[src/design/bgn_pkg.sv]
// Shared constants, types and helpers of the binary grid neighbour counter.
package bgn_pkg;

	localparam int MAX_WIDTH_DEF = 32;

	localparam int GRID_WIDTH_W = 6;
	localparam int ROW_W        = 10;
	localparam int OUT_COL_W    = 5;
	localparam int COUNT_W      = 4;

	localparam int CFG_INDEX_W = 1;
	localparam int CFG_DATA_W  = 10;

	localparam logic [CFG_INDEX_W-1:0] REG_GRID_WIDTH  = 1'd0;
	localparam logic [CFG_INDEX_W-1:0] REG_GRID_HEIGHT = 1'd1;

	localparam logic [GRID_WIDTH_W-1:0] GRID_WIDTH_RST  = 6'd26;
	localparam logic [ROW_W-1:0]        GRID_HEIGHT_RST = 10'd10;

	// one window column: [0] current row, [1] row above, [2] two rows above
	typedef logic [2:0] colv_t;
	// line memory word: [0] most recent row, [1] the row before it
	typedef logic [1:0] memw_t;

	typedef struct packed {
		logic [GRID_WIDTH_W-1:0] last_col;
		logic [ROW_W-1:0]        last_row;
	} cfg_t;

	typedef struct packed {
		logic [ROW_W-1:0]        pos_row;
		logic [GRID_WIDTH_W-1:0] pos_col;
		logic [ROW_W-1:0]        row;
		logic [GRID_WIDTH_W-1:0] col;
		colv_t                   win0;
		colv_t                   win1;
		colv_t                   win2;
		memw_t                   rd;
	} scan_t;

	typedef struct packed {
		logic                    drain;
		logic                    fire;
		logic [GRID_WIDTH_W-1:0] col;
	} rd_ctl_t;

	typedef struct packed {
		logic                 centre;
		logic [COUNT_W-1:0]   count;
		logic [ROW_W-1:0]     row;
		logic [OUT_COL_W-1:0] col;
		logic                 last;
	} res_t;

	function automatic logic [COUNT_W-1:0] count_set(input logic [7:0] bits);
		logic [COUNT_W-1:0] n;
		n = '0;
		for (int i = 0; i < 8; i++) n = n + COUNT_W'(bits[i]);
		return n;
	endfunction

endpackage

[src/design/bgn_if.sv]
// Valid/ready stream interfaces for grid cells and neighbour count results.
interface bgn_cell_if;
	logic valid;
	logic ready;
	logic cell_bit;

	modport source (output valid, output cell_bit, input ready);
	modport sink (input valid, input cell_bit, output ready);
endinterface

interface bgn_result_if;
	logic                          valid;
	logic                          ready;
	logic                          centre_bit;
	logic [bgn_pkg::COUNT_W-1:0]   neighbour_count;
	logic [bgn_pkg::ROW_W-1:0]     cell_row;
	logic [bgn_pkg::OUT_COL_W-1:0] cell_column;
	logic                          frame_last;

	modport source (output valid, output centre_bit, output neighbour_count,
		output cell_row, output cell_column, output frame_last, input ready);
	modport sink (input valid, input centre_bit, input neighbour_count,
		input cell_row, input cell_column, input frame_last, output ready);
endinterface

[src/design/bgn_cfg.sv]
// Grid size registers and the clamped last column and last row derived from them.
module bgn_cfg #(
	parameter int MAX_WIDTH = bgn_pkg::MAX_WIDTH_DEF
) (
	input  logic                             clk,
	input  logic                             arst_n,
	input  logic                             cfg_write,
	input  logic [bgn_pkg::CFG_INDEX_W-1:0]  cfg_index,
	input  logic [bgn_pkg::CFG_DATA_W-1:0]   cfg_data,
	output bgn_pkg::cfg_t                    cfg,
	output logic                             restart
);
	import bgn_pkg::*;

	localparam logic [GRID_WIDTH_W-1:0] MAXW = GRID_WIDTH_W'(MAX_WIDTH);

	logic [GRID_WIDTH_W-1:0] width_q;
	logic [ROW_W-1:0]        height_q;

	always_ff @(posedge clk or negedge arst_n) begin
		if (!arst_n) begin
			width_q  <= GRID_WIDTH_RST;
			height_q <= GRID_HEIGHT_RST;
		end else if (cfg_write) begin
			case (cfg_index)
				REG_GRID_WIDTH:  width_q  <= cfg_data[GRID_WIDTH_W-1:0];
				REG_GRID_HEIGHT: height_q <= cfg_data[ROW_W-1:0];
				default: ;
			endcase
		end
	end

	// any known register write restarts the frame
	assign restart = cfg_write &&
		(cfg_index == REG_GRID_WIDTH || cfg_index == REG_GRID_HEIGHT);

	always_comb begin
		if (width_q == '0)
			cfg.last_col = '0;
		else if (width_q > MAXW)
			cfg.last_col = MAXW - GRID_WIDTH_W'(1);
		else
			cfg.last_col = width_q - GRID_WIDTH_W'(1);
		cfg.last_row = (height_q == '0) ? '0 : height_q - ROW_W'(1);
	end

endmodule

[src/design/bgn_line_mem.sv]
// Line memory: one word per column holding the two most recent rows.
module bgn_line_mem #(
	parameter int DEPTH = bgn_pkg::MAX_WIDTH_DEF,
	parameter int AW    = (DEPTH > 1) ? $clog2(DEPTH) : 1
) (
	input  logic           clk,
	input  logic           we,
	input  logic [AW-1:0]  waddr,
	input  bgn_pkg::memw_t wdata,
	input  logic           re,
	input  logic [AW-1:0]  raddr,
	output bgn_pkg::memw_t rdata_q
);
	import bgn_pkg::*;

	memw_t mem [DEPTH];

	always_ff @(posedge clk) begin
		if (we) mem[waddr] <= wdata;
		if (re) rdata_q <= mem[raddr];
	end

endmodule

[src/design/bgn_scan.sv]
// Raster position counters, line memory access and the 3x3 column window.
module bgn_scan #(
	parameter int MAX_WIDTH = bgn_pkg::MAX_WIDTH_DEF
) (
	input  logic             clk,
	input  logic             arst_n,
	input  bgn_pkg::cfg_t    cfg,
	input  logic             restart,
	input  logic             accept,
	input  logic             cell_bit,
	input  bgn_pkg::rd_ctl_t rd_ctl,
	output bgn_pkg::scan_t   scan
);
	import bgn_pkg::*;

	localparam int CW = (MAX_WIDTH > 1) ? $clog2(MAX_WIDTH) : 1;

	logic [CW-1:0]    col_q, next_col, raddr;
	logic [ROW_W-1:0] row_q;
	logic             at_last_col;
	logic             re;
	memw_t            wdata, rdata, rd_eff, byp_data_q;
	logic             byp_q;
	colv_t            win0_s1, win1_s1, win2_s1;
	logic [ROW_W-1:0] row_s1;
	logic [CW-1:0]    col_s1;

	assign at_last_col = (col_q == cfg.last_col[CW-1:0]);

	always_ff @(posedge clk or negedge arst_n) begin
		if (!arst_n) begin
			col_q <= '0;
			row_q <= '0;
		end else if (restart) begin
			col_q <= '0;
			row_q <= '0;
		end else if (accept) begin
			if (at_last_col) begin
				col_q <= '0;
				row_q <= (row_q == cfg.last_row) ? '0 : row_q + ROW_W'(1);
			end else begin
				col_q <= col_q + CW'(1);
			end
		end
	end

	// prefetch the column of the next item so its word is ready when it arrives
	always_comb begin
		if (restart)
			next_col = '0;
		else if (accept)
			next_col = at_last_col ? '0 : col_q + CW'(1);
		else
			next_col = col_q;
	end

	// an item taken on the last drain step still prefetches its next column
	assign raddr = rd_ctl.fire ? rd_ctl.col[CW-1:0] : next_col;
	assign re    = rd_ctl.drain ? (rd_ctl.fire || accept) : 1'b1;
	assign wdata = {rd_eff[0], cell_bit};

	bgn_line_mem #(
		.DEPTH (MAX_WIDTH),
		.AW    (CW)
	) u_line_mem (
		.clk     (clk),
		.we      (accept),
		.waddr   (col_q),
		.wdata   (wdata),
		.re      (re),
		.raddr   (raddr),
		.rdata_q (rdata)
	);

	// one-column grid: the word written now is the one read next
	always_ff @(posedge clk or negedge arst_n) begin
		if (!arst_n) begin
			byp_q <= 1'b0;
		end else if (re) begin
			byp_q <= accept && (col_q == raddr);
		end
	end

	always_ff @(posedge clk) begin
		if (re) byp_data_q <= wdata;
	end

	assign rd_eff = byp_q ? byp_data_q : rdata;

	always_ff @(posedge clk) begin
		if (accept) begin
			win0_s1 <= {rd_eff[1], rd_eff[0], cell_bit};
			win1_s1 <= win0_s1;
			win2_s1 <= win1_s1;
			row_s1  <= row_q;
			col_s1  <= col_q;
		end
	end

	always_comb begin
		scan.pos_row = row_q;
		scan.pos_col = GRID_WIDTH_W'(col_q);
		scan.row     = row_s1;
		scan.col     = GRID_WIDTH_W'(col_s1);
		scan.win0    = win0_s1;
		scan.win1    = win1_s1;
		scan.win2    = win2_s1;
		scan.rd      = rd_eff;
	end

endmodule

[src/design/bgn_emit.sv]
// Result sequencer: window results, row end result, final row drain, output register.
module bgn_emit #(
	parameter int MAX_WIDTH = bgn_pkg::MAX_WIDTH_DEF
) (
	input  logic              clk,
	input  logic              arst_n,
	input  bgn_pkg::cfg_t     cfg,
	input  bgn_pkg::scan_t    scan,
	input  logic              accept,
	output logic              in_ready,
	output bgn_pkg::rd_ctl_t  rd_ctl,
	bgn_result_if.source      results
);
	import bgn_pkg::*;

	localparam int DSW = $clog2(MAX_WIDTH + 2);
	localparam int XW  = GRID_WIDTH_W + 1;

	logic                    main_q, end_q, drain_q;
	logic                    main_n, end_n, drain_n;
	logic [DSW-1:0]          ds_q;
	memw_t                   dw0_q, dw1_q;
	logic                    out_valid_s2;
	res_t                    res_s2;
	logic                    out_free, emit_main, emit_end;
	logic                    drain_act, drain_emit, step_fire, drain_done;
	logic [XW-1:0]           ds_x, lc1;
	logic                    up, upd, lv_m, lv_e, lv_d, rv_d;
	logic                    a_row_nz, a_end;
	logic [GRID_WIDTH_W-1:0] col_m, col_d;
	logic [ROW_W-1:0]        row_m;
	res_t                    res_main, res_end, res_drain, res_n;

	assign out_free  = !out_valid_s2 || results.ready;
	assign emit_main = main_q && out_free;
	assign emit_end  = !main_q && end_q && out_free;
	assign drain_act = !main_q && !end_q && drain_q;

	// drain step s reads column s, emits column s-2 once its right neighbour is in
	assign ds_x       = XW'(ds_q);
	assign lc1        = XW'(cfg.last_col) + XW'(1);
	assign drain_emit = ds_x >= XW'(2);
	assign step_fire  = drain_act && (!drain_emit || out_free);
	assign drain_done = step_fire && (ds_x == lc1 + XW'(1));

	assign main_n  = main_q && !emit_main;
	assign end_n   = end_q && !emit_end;
	assign drain_n = drain_q && !drain_done;
	assign in_ready = !main_n && !end_n && !drain_n;

	assign rd_ctl.drain = drain_act;
	assign rd_ctl.fire  = step_fire && (ds_x <= XW'(cfg.last_col));
	assign rd_ctl.col   = GRID_WIDTH_W'(ds_q);

	assign a_row_nz = (scan.pos_row != '0);
	assign a_end    = (scan.pos_col == cfg.last_col);

	always_ff @(posedge clk or negedge arst_n) begin
		if (!arst_n) begin
			main_q  <= 1'b0;
			end_q   <= 1'b0;
			drain_q <= 1'b0;
			ds_q    <= '0;
		end else begin
			if (accept) begin
				main_q  <= a_row_nz && (scan.pos_col != '0);
				end_q   <= a_row_nz && a_end;
				drain_q <= (scan.pos_row == cfg.last_row) && a_end;
			end else begin
				main_q  <= main_n;
				end_q   <= end_n;
				drain_q <= drain_n;
			end
			if (step_fire) ds_q <= drain_done ? '0 : ds_q + DSW'(1);
		end
	end

	always_ff @(posedge clk) begin
		if (step_fire) begin
			dw1_q <= dw0_q;
			dw0_q <= scan.rd;
		end
	end

	// edge masks: row above and row two above exist, left column exists, right column exists
	assign up   = scan.row > ROW_W'(1);
	assign upd  = scan.row != '0;
	assign lv_m = scan.col > GRID_WIDTH_W'(1);
	assign lv_e = scan.col != '0;
	assign lv_d = ds_x >= XW'(3);
	assign rv_d = ds_x <= lc1;

	assign row_m = scan.row - ROW_W'(1);
	assign col_m = scan.col - GRID_WIDTH_W'(1);
	assign col_d = GRID_WIDTH_W'(ds_q) - GRID_WIDTH_W'(2);

	always_comb begin
		res_main.centre = scan.win1[1];
		res_main.count  = count_set({
			scan.win0[0], scan.win0[1], scan.win0[2] & up,
			scan.win1[0], scan.win1[2] & up,
			scan.win2[0] & lv_m, scan.win2[1] & lv_m, scan.win2[2] & lv_m & up});
		res_main.row    = row_m;
		res_main.col    = col_m[OUT_COL_W-1:0];
		res_main.last   = 1'b0;

		res_end.centre = scan.win0[1];
		res_end.count  = count_set({
			scan.win0[0], scan.win0[2] & up,
			scan.win1[0] & lv_e, scan.win1[1] & lv_e, scan.win1[2] & lv_e & up,
			3'b000});
		res_end.row    = row_m;
		res_end.col    = scan.col[OUT_COL_W-1:0];
		res_end.last   = 1'b0;

		res_drain.centre = dw0_q[0];
		res_drain.count  = count_set({
			dw0_q[1] & upd,
			dw1_q[0] & lv_d, dw1_q[1] & lv_d & upd,
			scan.rd[0] & rv_d, scan.rd[1] & rv_d & upd,
			3'b000});
		res_drain.row    = scan.row;
		res_drain.col    = col_d[OUT_COL_W-1:0];
		res_drain.last   = drain_done;

		if (main_q)
			res_n = res_main;
		else if (end_q)
			res_n = res_end;
		else
			res_n = res_drain;
	end

	always_ff @(posedge clk or negedge arst_n) begin
		if (!arst_n) begin
			out_valid_s2 <= 1'b0;
		end else if (out_free) begin
			out_valid_s2 <= emit_main || emit_end || (step_fire && drain_emit);
		end
	end

	always_ff @(posedge clk) begin
		if (out_free) res_s2 <= res_n;
	end

	assign results.valid           = out_valid_s2;
	assign results.centre_bit      = res_s2.centre;
	assign results.neighbour_count = res_s2.count;
	assign results.cell_row        = res_s2.row;
	assign results.cell_column     = res_s2.col;
	assign results.frame_last      = res_s2.last;

endmodule

[src/design/binary_grid_neighbour_count_core.sv]
// Streaming 3x3 neighbour counter over a binary grid given one cell per item in raster
// order. Each cell comes back with its own bit and the number of its eight neighbours
// that are set (cells outside the grid count as zero), one row and one column late.
// Most cells go straight through: an item is accepted every clock while the output
// keeps up. The last cell of a row below the first also releases the row-end cell
// above, and the next item waits until that result is out. The last cell of the frame
// gives its own results, then the final row is read back from the line memory and
// released one column per cycle while the output keeps up, the last result flagged
// with frame_last; the next item can be taken on the final read-back step. No clearing
// pass is needed after reset. A write to either grid size register restarts the frame.
module binary_grid_neighbour_count_core #(
	parameter int MAX_WIDTH = bgn_pkg::MAX_WIDTH_DEF
) (
	input  logic                            clk,
	input  logic                            arst_n,
	input  logic                            cfg_write,
	input  logic [bgn_pkg::CFG_INDEX_W-1:0] cfg_index,
	input  logic [bgn_pkg::CFG_DATA_W-1:0]  cfg_data,
	bgn_cell_if.sink                        cells,
	bgn_result_if.source                    results
);
	import bgn_pkg::*;

	cfg_t    cfg;
	scan_t   scan;
	rd_ctl_t rd_ctl;
	logic    restart;
	logic    in_ready;
	logic    accept;

	assign cells.ready = in_ready;
	assign accept      = cells.valid && in_ready;

	bgn_cfg #(
		.MAX_WIDTH (MAX_WIDTH)
	) u_cfg (
		.clk       (clk),
		.arst_n    (arst_n),
		.cfg_write (cfg_write),
		.cfg_index (cfg_index),
		.cfg_data  (cfg_data),
		.cfg       (cfg),
		.restart   (restart)
	);

	bgn_scan #(
		.MAX_WIDTH (MAX_WIDTH)
	) u_scan (
		.clk      (clk),
		.arst_n   (arst_n),
		.cfg      (cfg),
		.restart  (restart),
		.accept   (accept),
		.cell_bit (cells.cell_bit),
		.rd_ctl   (rd_ctl),
		.scan     (scan)
	);

	bgn_emit #(
		.MAX_WIDTH (MAX_WIDTH)
	) u_emit (
		.clk      (clk),
		.arst_n   (arst_n),
		.cfg      (cfg),
		.scan     (scan),
		.accept   (accept),
		.in_ready (in_ready),
		.rd_ctl   (rd_ctl),
		.results  (results)
	);

	// the line memory must not be written while the final row is read back
	a_no_write_in_drain: assert property (@(posedge clk) disable iff (!arst_n)
		rd_ctl.fire |-> !accept)
		else $error("item accepted during final row read-back");

	a_restart_clears_pos: assert property (@(posedge clk) disable iff (!arst_n)
		restart |=> (scan.pos_col == '0 && scan.pos_row == '0))
		else $error("frame position not cleared by a size write");

	a_last_at_row_end: assert property (@(posedge clk) disable iff (!arst_n)
		(results.valid && results.frame_last) |->
			(results.cell_column == cfg.last_col[OUT_COL_W-1:0]))
		else $error("frame_last away from the last column");

	a_count_range: assert property (@(posedge clk) disable iff (!arst_n)
		results.valid |-> (results.neighbour_count <= COUNT_W'(8)))
		else $error("neighbour count above eight");

endmodule
[src/flat_wrapper.sv]
// flat-port wrapper written by rule: the top's interface ports become plain ports
module binary_grid_neighbour_count_core_flat import bgn_pkg::*;
#(
	parameter int MAX_WIDTH = bgn_pkg::MAX_WIDTH_DEF
)
  (clk, arst_n, cfg_write, cfg_index, cfg_data, cells_valid, cells_cell_bit, cells_ready, results_valid, results_centre_bit, results_neighbour_count, results_cell_row, results_cell_column, results_frame_last, results_ready);
  bgn_cell_if cells_i ();
  bgn_result_if results_i ();
  input  logic clk;
  input  logic arst_n;
  input  logic cfg_write;
  input  logic [bgn_pkg::CFG_INDEX_W-1:0] cfg_index;
  input  logic [bgn_pkg::CFG_DATA_W-1:0] cfg_data;
  input wire logic [$bits(cells_i.valid)-1:0] cells_valid;
  input wire logic [$bits(cells_i.cell_bit)-1:0] cells_cell_bit;
  output wire logic [$bits(cells_i.ready)-1:0] cells_ready;
  output wire logic [$bits(results_i.valid)-1:0] results_valid;
  output wire logic [$bits(results_i.centre_bit)-1:0] results_centre_bit;
  output wire logic [$bits(results_i.neighbour_count)-1:0] results_neighbour_count;
  output wire logic [$bits(results_i.cell_row)-1:0] results_cell_row;
  output wire logic [$bits(results_i.cell_column)-1:0] results_cell_column;
  output wire logic [$bits(results_i.frame_last)-1:0] results_frame_last;
  input wire logic [$bits(results_i.ready)-1:0] results_ready;
  assign cells_i.valid = cells_valid;
  assign cells_i.cell_bit = cells_cell_bit;
  assign cells_ready = cells_i.ready;
  assign results_valid = results_i.valid;
  assign results_centre_bit = results_i.centre_bit;
  assign results_neighbour_count = results_i.neighbour_count;
  assign results_cell_row = results_i.cell_row;
  assign results_cell_column = results_i.cell_column;
  assign results_frame_last = results_i.frame_last;
  assign results_i.ready = results_ready;
  binary_grid_neighbour_count_core #(.MAX_WIDTH(MAX_WIDTH)) u_core (.clk(clk), .arst_n(arst_n), .cfg_write(cfg_write), .cfg_index(cfg_index), .cfg_data(cfg_data), .cells(cells_i), .results(results_i));
endmodule
[config.mk]
export PLATFORM = sky130hd
export DESIGN_NAME = binary_grid_neighbour_count_core_flat
export DESIGN_NICKNAME = d
export VERILOG_FILES = /design/src/design/bgn_pkg.sv /design/src/design/bgn_if.sv /design/src/design/bgn_cfg.sv /design/src/design/bgn_line_mem.sv /design/src/design/bgn_scan.sv /design/src/design/bgn_emit.sv /design/src/design/binary_grid_neighbour_count_core.sv /design/src/flat_wrapper.sv
export SDC_FILE = /design/constraint.sdc
export NUM_CORES = 1
export LEC_CHECK = 0
export CAP_MARGIN = 5
export CORE_UTILIZATION = 49
export DETAILED_ROUTE_END_ITERATION = 7
export DONT_BUFFER_PORTS = 1
export HOLD_SLACK_MARGIN = 0.12
export PLACE_DENSITY = 0.66
export REMOVE_ABC_BUFFERS = 1
export SLEW_MARGIN = 40
export SYNTH_ARGS = -nofsm -noshare
export SYNTH_HDL_FRONTEND = slang
export SYNTH_HIERARCHICAL = 1
export SYNTH_SLANG_ARGS = --single-unit
[constraint.sdc]
create_clock -name clk -period 6.2 [get_ports clk]
set_input_delay 0 -clock clk [delete_from_list [all_inputs] [get_ports clk]]
set_output_delay 0 -clock clk [all_outputs]
set_load 0.01 [all_outputs]
==> impl_metrics.toml, run 1 <==
[run_status]
outcome = "completed"

[detailed_routing]
drc_errors = 0
num_vias = 6033
ant_nets = 0
drt_iter0_markers = 406
drt_first_pass_iters = 5
via_per_inst = 5.857
wl_per_cell_um = 18.94
wl_um = 19510

[setup_path]
critPathMaxStageDelay_ns = 0.62
end_kind = "register"
arrival_ns = 6.09
worst_setup_path_start_kind = "register"
crit_slowest_cell = "or4b_2"
path_cells = "inv_1 -> ha_1 -> or4b_1 -> maj3_1 -> ha_1 -> or4b_2 -> o211ai_1 -> xnor2_1 -> nand4_4 -> a311oi_4 -> o21bai_1 -> and2_2 -> and4_4 -> a21o_2 -> o31ai_4 -> buf_12 -> mux2i_1 -> a22oi_1 -> and4b_1 -> a31oi_1 -> o311ai_1"
path_max_fanout = 13
path_class = "register to register"
timing.critical_path.required_ns = 6.37
path_common_cell = "ha_1"

[floorplan]
dieArea_sq_um = 18640
start_util_pct = 50.74
dieHeight_um = 136.5
rows = 48
ios = 40
die_w_um = 136.5
coreArea_sq_um = 17480

[global_routing]
grt_antenna_before_repair = 0
grt_pass1_vias = 6058
grt-ovfl-total = 0
grt_usage_pct = 22.48
grt_first_pass_wirelength_um = 31630
grt_max_degree = 38

[clocking]
root_buffer = "clkbuf_16"
numCtsBuffers = 17
clock-sinks = 159
clk_pin_slew_worst_paths_ns = 0.06
clock_latency_ns = 0.43
cts_tree = "done"
cts_max_level = 4
clockBufferDepth = 2

[yosys]
seq_area_frac_synth_pct = 51.54
avgSynthCellArea_sq_um = 11.53
synth_top_area_share_pct = 39.62
synth-seq-cells = 159
ys_warn_count = 6
synthArstFlopShare_pct = 26.42
synth_edf_count = 117
synth.area.top_cells = "edfxtp_1, dfrtp_1, ha_1"
synth_area_sq_um = 8869
netlist_instances = 769
synth_top_area_cell = "edfxtp_1"
synth_cell_types = 77
ys.flop_type = "edfxtp_1"

[job]
max_cap_viol_count = 0

[final_layout]
drive_above_1_share_pct = 11.68
mostFrequentLayoutCells = "edfxtp_1, nand2_1, nor2_1"
fillers = 1463
layout_commonest_cell = "edfxtp_1"
area_growth_pct = 11.92
finalCoreUtilization_pct = 56.79
num_antenna_cells = 0
finalNetCount = 850
finalInstanceArea_sq_um = 9926
final_cells = 1030

[place]
io_buffer_count = 0
dp_hpwl_um = 13380
gp_congestion = 0.8508
place_inst = 978
post_dp_cell_area_sq_um = 9105

[timing]
max_freq_mhz = 168.9
worst_slew_pin_slew_ns = 0.7609
setup_violations = 0
relSlewSlack_pct = 49.27
finalCritPeriodShare_pct = 95.49
fin_skew_ns = 0.007809
finalCriticalPeriod_ns = 5.921
drv_slew = 0
whs_ns = 0.1081
hold_viol_final = 0

[power_and_ir_drop]
design_power_total_uw = 2927
p_per_area_nw_per_um2 = 294.9
leakage_uw = 0.003714
ir_worst_vdd_v = 0.0002125

[worst_hold_path]
hp-class = "primary input to register"
## final cells by class
cell class / instances / area (sq um) / area share (%)
inverters: 38 / 155.1 / 1.563
flip-flops and latches: 159 / 4571 / 46.05
clock inverters: 15 / 158.9 / 1.601
well taps: 225 / 281.5 / 2.836
repair buffers: 34 / 342.8 / 3.454
clock buffers: 17 / 425.4 / 4.286
multi-input cells: 542 / 3991 / 40.21
## cell usage after synthesis (all sizes together), types with 13 or more instances
cell	count
inv	37
nor2	61
dfrtp	37
mux2i	37
nor3	13
a22oi	15
buf	14
xor2	26
xnor2	43
edfxtp	117
nand2	61
a21oi	21
nand4	13
o21ai	36
mux2	19
nand3	20
clkbuf	17
ha	33
## registers in the layout, indices dropped and copies added, names as in the netlist, 3 cells and up
signal                                 cells
u_core/u_cfg/height_q                     10
u_core/u_cfg/width_q                       6
u_core/u_emit/ds_q                         6
u_core/u_emit/results.cell_column          5
u_core/u_emit/results.cell_row            10
u_core/u_emit/results.neighbour_count      4
u_core/u_scan/col_q                        5
u_core/u_scan/col_s1                       5
u_core/u_scan/row_q                       10
u_core/u_scan/row_s1                      10
u_core/u_scan/u_line_mem/mem              64
u_core/u_scan/win0_s1                      3
u_core/u_scan/win1_s1                      3
u_core/u_scan/win2_s1                      3
## stage by stage
| step | setup WS [ns] | setup TNS (ns) |
|---|---|---|
| floorplan | -3.313 | -6.625 |
| global placement | 0.3379 | 0 |
| detailed placement | 0.1490 | 0 |
| CTS | 0.1285 | 0 |
| global route | -0.01548 | -0.01548 |
| finish | 0.2793 | 0 |
## critical path, delay by kind of cell (launching register included)
| family | cells | cell delay, ns |
|---|---|---|
| xor gates and xnor gates | 1 | 0.19 |
| and+or+nand+nor | 6 | 2.01 |
| DFF | 1 | 0.41 |
| muxes | 1 | 0.25 |
| adders and majority gates | 3 | 1.15 |
| AOI/OAI and AO/OA | 8 | 1.36 |
| buffers and inverters | 2 | 0.29 |
## what timing repair did
action                                  in CTS  in global routing
buffers inserted                             0                  1
endpoints found under the setup margin       0                  2
hold buffers                                19                  0
resized for setup                            0                  3
endpoints found under the hold margin      116                  0
## power breakdown
group	switching [uW]	total, uW	internal, uW
Combinational	336	587	251
Clock	430	1030	598
Sequential	74.0	1310	1240
Total	841	2930	2090
## cell families (layout without fill, tap and decap cells)
logic type,Yosys count,count (layout),synth area share (%)
simple gates,246,246,14.63
flops,159,159,51.54
compound gates,125,125,9.777
xor+xnor,69,69,6.814
buf+inv,69,104,3.809
mux,56,56,6.589
fa+ha+maj,44,44,6.800
other cells,1,2,0.04228
## routing by layer
layer  vias up  part of all wire [%]  GRT usage, %
met1      2985                    46         30.35
met4         0                   1.4         6.914
met3        25                   4.4         4.074
li1       2873                     -             -
met5         -                     0             0
met2       150                    49         36.75
## path summary, 6_finish.rpt
| path | slack, ns | end | cells past startpoint | startpoint |
|---|---|---|---|---|
| setup / recovery | 0.28 | u_core/u_scan/u_line_mem/rdata_q[0] | 21 | u_core/u_cfg/width_q[0] |
| max in group asynchronous | 5.84 | u_core/u_scan/col_q[4] | 3 | arst_n |
| hold / removal | 0.11 | u_core/u_scan/u_line_mem/mem[1][0] | 1 | cells_cell_bit |
| hold reg to reg | 0.46 | u_core/u_scan/win1_s1[2] | 0 | u_core/u_scan/win0_s1[2] |
| setup reg to reg | 0.28 | u_core/u_scan/u_line_mem/rdata_q[0] | 21 | u_core/u_cfg/width_q[0] |
| min in group asynchronous | 0.15 | u_core/u_cfg/height_q[3] | 2 | arst_n |
Note: power is estimated with default switching activity, not from simulation.
==> run 2, diff against run 1 <==
--- a/config.mk
+++ b/config.mk
@@ -6,11 +6,13 @@
 export NUM_CORES = 1
 export LEC_CHECK = 0
 export CAP_MARGIN = 5
-export CORE_UTILIZATION = 49
+export CELL_PAD_IN_SITES_DETAIL_PLACEMENT = 0
+export CELL_PAD_IN_SITES_GLOBAL_PLACEMENT = 2
+export CORE_UTILIZATION = 40
 export DETAILED_ROUTE_END_ITERATION = 7
 export DONT_BUFFER_PORTS = 1
 export HOLD_SLACK_MARGIN = 0.12
-export PLACE_DENSITY = 0.66
+export PLACE_DENSITY_LB_ADDON = 0.1
 export REMOVE_ABC_BUFFERS = 1
 export SLEW_MARGIN = 40
 export SYNTH_ARGS = -nofsm -noshare
==> run 2 against run 1 <==
Effect of this change: cell area grew 1.0%; first-iteration DRC count shrank 19%; combinational power is essentially flat; utilization shrank 11 points; sequential share of layout area shrank 0.47 points.
==> impl_metrics.toml, run 2 (synthesis gave the netlist of run 1 again) <==
[run_status]
outcome = "completed"

[floorplan]
coreArea_sq_um = 21760
rows = 54
dieArea_sq_um = 22770
die_w_um = 150.9
dieHeight_um = 150.9
start_util_pct = 40.76
ios = 40

[setup_path]
critPathLaunch = "u_core/u_cfg/width_q[0]"
path_max_fanout = 32
path_common_cell = "ha_1"
worstReg2RegStart = "u_core/u_cfg/width_q[0]"
critPathMaxStageDelay_ns = 0.62
worst_setup_path_start_kind = "register"
end_kind = "register"
path_cells = "inv_1 -> ha_1 -> or4b_1 -> maj3_1 -> ha_1 -> or4b_2 -> o211ai_1 -> xnor2_1 -> nand4_4 -> a311oi_4 -> o21bai_1 -> and2_2 -> and4_4 -> a21o_4 -> o31ai_4 -> buf_12 -> mux2i_1 -> a22oi_1 -> and4b_1 -> a31oi_1 -> o311ai_1"
path_class = "register to register"
crit_slowest_cell = "or4b_2"
arrival_ns = 6.04
timing.critical_path.required_ns = 6.36
reg2reg_slack_ns = 0.32

[timing]
fin_skew_ns = 0.01613
hold_viol_final = 0
setup_violations = 0
whs_ns = 0.1084
max_freq_mhz = 170.1
setup-tns-final_ns = 0
drv_slew = 0
finalCriticalPeriod_ns = 5.880
finalCritPeriodShare_pct = 94.83
relSlewSlack_pct = 43.80
worst_slew_pin_slew_ns = 0.8430

[detailed_routing]
drt_first_pass_iters = 5
drc_errors = 0
drt_iter0_markers = 328
wl_per_cell_um = 19.33
num_vias = 5931
wl_um = 20950
via_per_inst = 5.471
ant_nets = 0

[clocking]
cts_max_level = 4
clock-sinks = 159
clk_pin_slew_worst_paths_ns = 0.07
cts_tree = "done"
post_cts_buffers = 0
root_buffer = "clkbuf_16"
clock_latency_ns = 0.43
numCtsBuffers = 17
clockBufferDepth = 2

[final_layout]
mostFrequentLayoutCells = "edfxtp_1, nand2_1, nor2_1"
num_antenna_cells = 0
area_growth_pct = 13.06
drive_above_1_share_pct = 11.69
finalNetCount = 849
final_cells = 1084
layout_commonest_cell = "edfxtp_1"
regMostFlops = "u_core/u_scan/u_line_mem/mem"
largest_reg_flops = 64

[worst_hold_path]
hold_start = "cells_cell_bit"
hp-class = "primary input to register"

[power_and_ir_drop]
ir_worst_vdd_v = 0.0001465
design_power_total_uw = 2934
leakage_uw = 0.003703
p_per_area_nw_per_um2 = 292.6

[global_routing]
grt_pass1_vias = 5975
grt-ovfl-total = 0
grt_usage_pct = 19.57
grt_max_degree = 38
grt_antenna_before_repair = 0
grt_first_pass_wirelength_um = 33160

[place]
gp_congestion = 0.8311
dp_hpwl_um = 14480
io_buffer_count = 0
place_inst = 1032

[job]
max_cap_viol_count = 0
-- run 2: changes by cell type in the layout (fill, tap and decap cells not counted), moves of 2 or more --
| cell | previous run | this run |
|---|---|---|
| o31ai_2 | 2 | 0 |
| nor2b_4 | 0 | 2 |
| clkinv_2 | 3 | 1 |
| nor2b_1 | 10 | 8 |
| buf_4 | 13 | 11 |
| o31ai_4 | 1 | 3 |
| buf_12 | 4 | 2 |
-- run 2: repair_timing --
action	4_1_cts	5_1_grt
endpoints found under the setup margin	0	2
gates resized for setup	0	12
endpoints found under the hold margin	107	0
hold buffers	20	0
-- run 2: path summary, 6_finish.rpt --
path,endpoint,cells past startpoint
max,u_core/u_scan/u_line_mem/rdata_q[0],21
min,u_core/u_scan/u_line_mem/mem[3][0],1
max reg2reg,u_core/u_scan/u_line_mem/rdata_q[0],21
min reg2reg,u_core/u_scan/win1_s1[2],0
max in group asynchronous,u_core/u_scan/byp_q,3
min in group asynchronous,u_core/u_cfg/height_q[3],2
-- run 2: per-stage QoR --
step / utilization, % / setup WS (ns) / instance area [sq um]
after global placement: 42.13 / 0.2984 / 9166
final: 46.09 / 0.3205 / 10030
after CTS: 45.84 / 0.04196 / 9973
after detailed placement: 42.13 / 0.07443 / 9166
after global routing: 46.09 / -0.02215 / 10030
after floorplan: - / -3.313 / 8690
-- run 2: report_power, final --
group	switching [uW]	internal, uW	total, uW	leakage, uW
logic	338	252	589	0.00177
clock network	466	568	1030	0.000279
registers	73.6	1240	1310	0.00165
total	877	2060	2930	0.00370
-- run 2: layout make-up --
cell class,count,area [sq um]
Timing Repair Buffer,33,336.6
Fill cell,1987,11730
Multi-Input combinational cell,542,4035
Tap cell,280,350.3
Sequential cell,159,4571
Clock buffer,18,429.2
Clock inverter,14,150.1
Inverter,38,155.1
-- run 2: routing by layer --
| metal | track usage [%] | wire, um |
|---|---|---|
| met5 | 0 | 0 |
| met4 | 5.350 | 212 |
| met3 | 3.373 | 757 |
| met2 | 31.06 | 9864 |
| met1 | 27.47 | 10120 |
-- run 2: worst max-delay path, delay by kind of cell (launching register included) --
kind                       cells  cell delay, ns
AOI/OAI and AO/OA              8            1.27
xor gates and xnor gates       1            0.20
adders and majority gates      3            1.13
buffers and inverters          2            0.32
DFF                            1            0.41
muxes                          1            0.20
and+or+nand+nor                6            2.08
